**config.mk**
```make
export PLATFORM = sky130hd
export DESIGN_NAME = limb_repack_64_to_51
export DESIGN_NICKNAME = d
export VERILOG_FILES = /design/src/lrp_pkg.sv /design/src/limb_repack_64_to_51.sv
export SDC_FILE = /design/constraint.sdc
export NUM_CORES = 1
export LEC_CHECK = 0
export ABC_CLOCK_PERIOD_IN_PS = 8290
export BUFFER_PORTS_ARGS = -buffer_cell sky130_fd_sc_hd__clkbuf_2
export CORE_UTILIZATION = 25
export CTS_CLUSTER_SIZE = 20
export DETAILED_ROUTE_END_ITERATION = 10
export GPL_TIMING_DRIVEN = 0
export PLACE_DENSITY = 0.43
export SLEW_MARGIN = 20
export SYNTH_ARGS = -nofsm -noshare
export SYNTH_HDL_FRONTEND = slang
export SYNTH_SLANG_ARGS = --single-unit
```
**constraint.sdc**
```tcl
create_clock -name clk -period 8.29 [get_ports clk]
set_clock_uncertainty 0.15 [all_clocks]
set_input_delay 0 -clock clk [delete_from_list [all_inputs] [get_ports clk]]
set_output_delay 0 -clock clk [all_outputs]
set_load 0.02 [all_outputs]
```
**src/lrp_pkg.sv**
```systemverilog
// Constants and types shared by the 64-bit to 51-bit limb repacker.
// No dependencies; imported by limb_repack_64_to_51.
`timescale 1ns / 1ps
`default_nettype none

package lrp_pkg;

	localparam int WORD_BITS   = 64;
	localparam int DIGIT_BITS  = 51;
	// Digits produced per number are clamped to this value.
	localparam int MAX_DIGITS  = 16;
	// Register reset value for the digit count.
	localparam int COUNT_RESET = 15;

	localparam int CFG_W   = 5;
	// Leftover bits between words never exceed DIGIT_BITS - 1.
	localparam int PEND_W  = DIGIT_BITS - 1;
	// After one digit is cut from a merged word, at most this many bits remain.
	localparam int RES_W   = PEND_W + WORD_BITS - DIGIT_BITS;
	localparam int MERGE_W = PEND_W + WORD_BITS;
	localparam int CNT_W   = $clog2(RES_W + 1);
	localparam int SENT_W  = $clog2(MAX_DIGITS + 1);
	localparam int TDATA_IN_W  = ((WORD_BITS + 7) / 8) * 8;
	localparam int TDATA_OUT_W = ((DIGIT_BITS + 7) / 8) * 8;

	typedef logic [WORD_BITS-1:0]  word_t;
	typedef logic [DIGIT_BITS-1:0] digit_t;
	typedef logic [RES_W-1:0]      res_t;
	typedef logic [CNT_W-1:0]      cnt_t;
	typedef logic [SENT_W-1:0]     sent_t;
	typedef logic [CFG_W-1:0]      cfg_t;

endpackage

`default_nettype wire

```
**src/limb_repack_64_to_51.sv**
```systemverilog
// Radix 2^64 to radix 2^51 limb repacker: 64-bit words in, 51-bit digits out.
// Depends on lrp_pkg for widths, constants and types.
// The first digit of an item passes the item register and then the output register.
// Throughput: one digit per cycle while the receiver takes them, set by the single digit output
// register. A word releases one or two digits, all digits still owed on the last word, or none.
// Reset (arst_n low, asynchronous): the digit count returns to 15 and all number state clears.
`timescale 1ns / 1ps
`default_nettype none

module limb_repack_64_to_51 (
	input  wire logic                            clk,
	input  wire logic                            arst_n,
	// Configuration: digit count per number.
	input  wire logic                            cfg_we,
	input  wire lrp_pkg::cfg_t                   cfg_wdata,
	// Input stream of words.
	input  wire logic                            s_axis_tvalid,
	output logic                                 s_axis_tready,
	input  wire logic [lrp_pkg::TDATA_IN_W-1:0]  s_axis_tdata,  // [63:0] word
	input  wire logic                            s_axis_tlast,  // word_last
	// Output stream of digits.
	output logic                                 m_axis_tvalid,
	input  wire logic                            m_axis_tready,
	output logic [lrp_pkg::TDATA_OUT_W-1:0]      m_axis_tdata,  // [50:0] digit, rest zero
	output logic                                 m_axis_tlast   // digit_last
);
	import lrp_pkg::*;

	// Configuration register.
	cfg_t   count_q;
	sent_t  count_eff;

	// Item register: the word being worked on and whether it has been merged
	// with the leftover bits of the previous word yet.
	logic   valid_s1;
	word_t  word_s1;
	logic   last_s1;
	logic   merged_s1;

	// Number state: the bit reservoir, its fill level and the digits sent so far.
	res_t   res_q;
	cnt_t   cnt_q;
	sent_t  sent_q;

	// Output register.
	logic   out_v_q;
	digit_t out_digit_q;
	logic   out_last_q;

	// Step logic.
	logic [MERGE_W-1:0] shifted_w;
	logic [MERGE_W-1:0] merged_w;
	digit_t digit_d;
	res_t   res_e, res_n, res_f;
	cnt_t   cnt_e, cnt_n, cnt_f;
	sent_t  sent_e, sent_n, sent_f;
	logic   has_room;
	logic   emit;
	logic   full;
	logic   done;
	logic   out_last_d;
	logic   out_free;
	logic   adv;
	logic   in_take;

	// A count of zero acts as one, and anything above the maximum is clamped.
	always_comb begin
		if (count_q == '0) begin
			count_eff = SENT_W'(1);
		end else if (int'(count_q) > MAX_DIGITS) begin
			count_eff = SENT_W'(MAX_DIGITS);
		end else begin
			count_eff = SENT_W'(count_q);
		end
	end

	// The first step of a word shifts it above the leftover bits and cuts the low digit
	// off the merged value. Later steps of the same word cut further digits from the
	// reservoir; once it holds fewer than a digit's bits, the rest of the flush on the last
	// word sends what remains and then zeros.
	always_comb begin
		shifted_w = {{(MERGE_W - WORD_BITS){1'b0}}, word_s1} << cnt_q;
		merged_w  = shifted_w | {{(MERGE_W - PEND_W){1'b0}}, res_q[PEND_W-1:0]};

		if (!merged_s1) begin
			digit_d = merged_w[DIGIT_BITS-1:0];
			res_e   = merged_w[MERGE_W-1:DIGIT_BITS];
			cnt_e   = cnt_q + CNT_W'(WORD_BITS - DIGIT_BITS);
		end else begin
			digit_d = res_q[DIGIT_BITS-1:0];
			if (int'(cnt_q) >= DIGIT_BITS) begin
				res_e = {{DIGIT_BITS{1'b0}}, res_q[RES_W-1:DIGIT_BITS]};
				cnt_e = cnt_q - CNT_W'(DIGIT_BITS);
			end else begin
				res_e = '0;
				cnt_e = '0;
			end
		end
		sent_e = sent_q + SENT_W'(1);

		has_room = (sent_q < count_eff);
		emit     = valid_s1 && has_room;

		// Once the count is met, the word adds nothing and the state holds.
		if (emit) begin
			res_n  = res_e;
			cnt_n  = cnt_e;
			sent_n = sent_e;
		end else begin
			res_n  = res_q;
			cnt_n  = cnt_q;
			sent_n = sent_q;
		end

		full = (sent_n >= count_eff);
		done = full || (!last_s1 && (int'(cnt_n) < DIGIT_BITS));

		// The last word ends the number; reaching the count with a whole digit's worth of
		// bits still held drops those bits.
		if (full && last_s1) begin
			res_f  = '0;
			cnt_f  = '0;
			sent_f = '0;
		end else if (full && (int'(cnt_n) >= DIGIT_BITS)) begin
			res_f  = '0;
			cnt_f  = '0;
			sent_f = sent_n;
		end else begin
			res_f  = res_n;
			cnt_f  = cnt_n;
			sent_f = sent_n;
		end

		out_last_d = (sent_e == count_eff);
	end

	// The output register frees up in the same cycle its digit is taken, so the step
	// stalls only when a digit is due and the previous one is still waiting.
	assign out_free      = !out_v_q || m_axis_tready;
	assign adv           = valid_s1 && (!emit || out_free);
	assign s_axis_tready = !valid_s1 || (adv && done);
	assign in_take       = s_axis_tvalid && s_axis_tready;

	always_ff @(posedge clk or negedge arst_n) begin
		if (!arst_n) begin
			count_q <= CFG_W'(COUNT_RESET);
		end else if (cfg_we) begin
			count_q <= cfg_wdata;
		end
	end

	always_ff @(posedge clk or negedge arst_n) begin
		if (!arst_n) begin
			valid_s1  <= 1'b0;
			merged_s1 <= 1'b0;
		end else if (in_take) begin
			valid_s1  <= 1'b1;
			merged_s1 <= 1'b0;
		end else if (adv) begin
			valid_s1  <= !done;
			merged_s1 <= !done;
		end
	end

	always_ff @(posedge clk) begin
		if (in_take) begin
			word_s1 <= s_axis_tdata[WORD_BITS-1:0];
			last_s1 <= s_axis_tlast;
		end
	end

	always_ff @(posedge clk or negedge arst_n) begin
		if (!arst_n) begin
			res_q  <= '0;
			cnt_q  <= '0;
			sent_q <= '0;
		end else if (adv) begin
			res_q  <= res_f;
			cnt_q  <= cnt_f;
			sent_q <= sent_f;
		end
	end

	always_ff @(posedge clk or negedge arst_n) begin
		if (!arst_n) begin
			out_v_q <= 1'b0;
		end else if (adv && emit) begin
			out_v_q <= 1'b1;
		end else if (m_axis_tready) begin
			out_v_q <= 1'b0;
		end
	end

	always_ff @(posedge clk) begin
		if (adv && emit) begin
			out_digit_q <= digit_d;
			out_last_q  <= out_last_d;
		end
	end

	assign m_axis_tvalid = out_v_q;
	assign m_axis_tdata  = {{(TDATA_OUT_W - DIGIT_BITS){1'b0}}, out_digit_q};
	assign m_axis_tlast  = out_last_q;

	// Between words, the reservoir holds less than one digit's worth of bits.
	a_cnt_between_words: assert property (@(posedge clk) disable iff (!arst_n)
		(!valid_s1 || !merged_s1) |-> (int'(cnt_q) < DIGIT_BITS))
		else $error("bit count too large between words");

	// With less than a digit's worth held, the reservoir bits above the leftover field are always clear.
	a_res_clean: assert property (@(posedge clk) disable iff (!arst_n)
		(int'(cnt_q) < DIGIT_BITS) |-> (res_q[RES_W-1:PEND_W] == '0))
		else $error("stale bits above pending data");

	// The final digit of a number always finishes the word that produced it.
	a_last_digit_done: assert property (@(posedge clk) disable iff (!arst_n)
		(adv && emit && out_last_d) |-> done)
		else $error("word continues after its final digit");

endmodule

`default_nettype wire

```
==> flow_summary.toml <==
[worst_setup_path]
cp.arrival_ns = 5.86
path_class = "register to register"
crit_path_start_kind = "register"
crit_fanout = 10
critPathSlowestCell = "o21ai_1"
max_stage_delay_ns = 0.70
cp-end-kind = "register"
crit_chain = "inv_1 > nand2_1 > ha_1 > nor2b_1 > o31a_1 > nor2_1 > clkbuf_1 > nand2_1 > xnor2_1 > ha_1 > a21o_1 > a31oi_1 > o21a_1 > buf_2 > nor2_1 > o21ai_1 > clkbuf_1 > a211oi_1 > nor3_1"
r2r_cells = 19
required_ns = 8.56

[timing]
setup_slack_ns = 2.71
worst_pin_slew_ns = 1.17
rsz0062_at_grt = "no"
slew_violations = 0
min_period_over_period_pct = 67.3
max_freq_mhz = 179
slew_headroom_pct = 21.9
hold_violations = 0
finalSetupViolCount = 0
min_period_ns = 5.58
final.setup.tns_ns = 0

[clock_network]
cts_inserted_buffers = 17
ctsResizeCount = 0
cts.sinks = 199
clk_latency_ns = 0.50
cts_root_buffer = "clkbuf_16"
clk_transition_reported_paths_ns = 0.08
htreeDepth = 4
clockBufferDepth = 2
cts_tree = "done"

[synth]
syn_avg_cell_area_um2 = 11.5
synth.distinct_cells = 69
synth-edff-count = 117
async_flop_share_pct = 41.2
synthTopCellsByArea = "edfxtp_1 (29%), dfrtp_1 (16%), mux4_2 (11%), mux2i_1 (7.3%), mux2_2 (4.6%)"
synth_top_area_cell = "edfxtp_1"
synthFlopType = "edfxtp_1"
syn-cell-area_mm2 = 0.0122
ys_ff_latch = 199
synth_top_area_share_pct = 28.9
yosysSeqAreaShare_pct = 45.8
ys_warn_count = 0
synthCells = 1062

[min_path]
hold_class = "input port to register"
min_path_cells = 2

[global_routing]
antenna_found_initial = 0
grt-ovfl-total = 0
grt_max_degree = 58
grt_pass1_wl_mm = 71.1
grt_use_total_pct = 20.0
grt_pass1_vias = 10100

[place]
dpl.hpwl_mm = 38.2
dpl_cell_area_mm2 = 0.0137
gp_congestion = 0.990
port_buffers = 128
dp_slack_ns = 2.77

[route]
drc = 0
drt_iter0_drc = 922
wire_per_inst_um = 25.3
viasPerCell = 5.29
wl_mm = 48.7
ant_nets = 0
dr.pass1.iters = 5
vias = 10200

[die]
die-height_um = 223
initial_utilization_pct = 25.4
io_pins = 134
core_region_area_mm2 = 0.0478
die_w_um = 223
placementRows = 80
design.die.area_mm2 = 0.0496

[run]
maxCapViolations = 0

[layout]
layout-drive-gt1-share_pct = 24.6
n_antenna_cell = 0
area_delta_synth_final_pct = 24.3
layout.nets = 1385
fin_area_mm2 = 0.0151

[outcome]
status = "finished, final reports clean"
-- registers in the layout, indices dropped and copies added (netlist names) --
name / count
res_q: 63
last_s1: 1
m_axis_tvalid: 1
valid_s1: 1
out_digit_q: 51
m_axis_tlast: 1
word_s1: 64
sent_q: 5
count_q: 5
cnt_q: 6
merged_s1: 1
-- final timing paths --
| path | to | slack, ns | from |
|---|---|---|---|
| max in group asynchronous | res_q[36] | 7.17 | arst_n |
| min | word_s1[49] | 0.06 | s_axis_tdata[49] |
| min reg2reg | res_q[21] | 0.33 | res_q[21] |
| min in group asynchronous | res_q[43] | 0.43 | arst_n |
| max reg2reg | res_q[8] | 2.71 | count_q[4] |
| max | res_q[8] | 2.71 | count_q[4] |
-- timing repair --
action	CTS	global route
endpoints found under the setup margin	0	0
buffers inserted	0	0
hold buffers	81	0
endpoints found under the hold margin	177	0
-- through the flow --
step                      instances  utilization [%]  hold WS, ns
final                          1926             31.6       0.0571
after global routing           1926             31.6       0.0416
after global placement         1809             28.4       0.0269
after CTS                      1926             31.6       0.0199
after floorplan                1066                -       -0.446
after detailed placement       1813             28.7       -0.240
-- critical path: cells and delay by family, from the launching register on --
kind | cells | cell delay (ns)
xor+xnor | 1 | 0.23
flops | 1 | 0.44
compound gates | 6 | 1.66
simple gates | 6 | 0.98
fa+ha+maj | 2 | 0.58
buf+inv | 4 | 1.45
-- cell usage in the layout (no fill, tap or decap), drive strengths merged, types with 5 or more instances in the layout --
| master | n |
|---|---|
| o31ai | 12 |
| nor2 | 65 |
| a211o | 5 |
| xnor2 | 6 |
| and2 | 7 |
| o21bai | 10 |
| buf | 52 |
| clkinv | 6 |
| nand3 | 8 |
| o21ai | 75 |
| a21o | 27 |
| nand2 | 139 |
| a22o | 23 |
| clkbuf | 179 |
| dfrtp | 78 |
| mux2i | 89 |
| a221o | 8 |
| a21oi | 26 |
| o22ai | 14 |
| edfxtp | 117 |
| a31oi | 7 |
| mux2 | 50 |
| a211oi | 17 |
| ha | 12 |
| nor3 | 25 |
| o21a | 5 |
| inv | 17 |
| o211ai | 7 |
| conb | 5 |
| dlygate4sd3 | 80 |
| mux4 | 60 |
| nor2b | 7 |
| a22oi | 9 |
-- layout make-up --
cell class,count,area (um2)
Buffer,80,405
Clock buffer,18,429
Clock inverter,14,140
Fill cell,4957,32700
Inverter,11,43.8
Multi-Input combinational cell,776,6180
Sequential cell,199,5570
Tap cell,615,769
Timing Repair Buffer,213,1580
-- cell families after synthesis --
group                    count (synthesis)  synth area share, %
XOR/XNOR                                10                0.720
AO/OA/AOI/OAI                          279                 16.0
adder cells (fa/ha/maj)                 12                 1.23
AND/OR/NAND/NOR                        271                 9.51
buffers and inverters                   91                 3.67
flip-flops                             199                 45.8
other                                    1               0.0308
multiplexers                           199                 23.0
-- metal layers --
layer	vias to the layer above	global-route usage (%)	share of wire, %	wire (um)
li1	4570	-	-	-
met4	0	8.16	3.2	1540
met3	69	3.76	5.6	2730
met5	-	0	0	0
met2	407	30.8	45	22000
met1	5136	27.6	46	22500
-- cells in the mapped netlist (5+ instances only) --
cell type	count
a211o_1	5
a211oi_1	15
a21o_1	27
a21oi_1	26
a221o_1	8
a22o_1	23
a22oi_1	9
a31oi_1	7
and2_1	7
buf_1	15
buf_2	17
buf_4	8
buf_6	7
clkbuf_1	32
dfrtp_1	78
edfxtp_1	117
ha_1	12
inv_1	9
mux2_2	50
mux2i_1	89
mux4_2	60
nand2_1	139
nand3_1	8
nor2_1	65
nor2b_1	7
nor3_1	24
o211ai_1	6
o21a_1	5
o21ai_0	65
o21ai_1	10
o21bai_1	10
o22ai_1	14
o31ai_1	12
xnor2_1	6
Power is left out: the tool's default activity adds up to more than one toggle a clock period on the data nets, which glitch-free logic cannot reach.
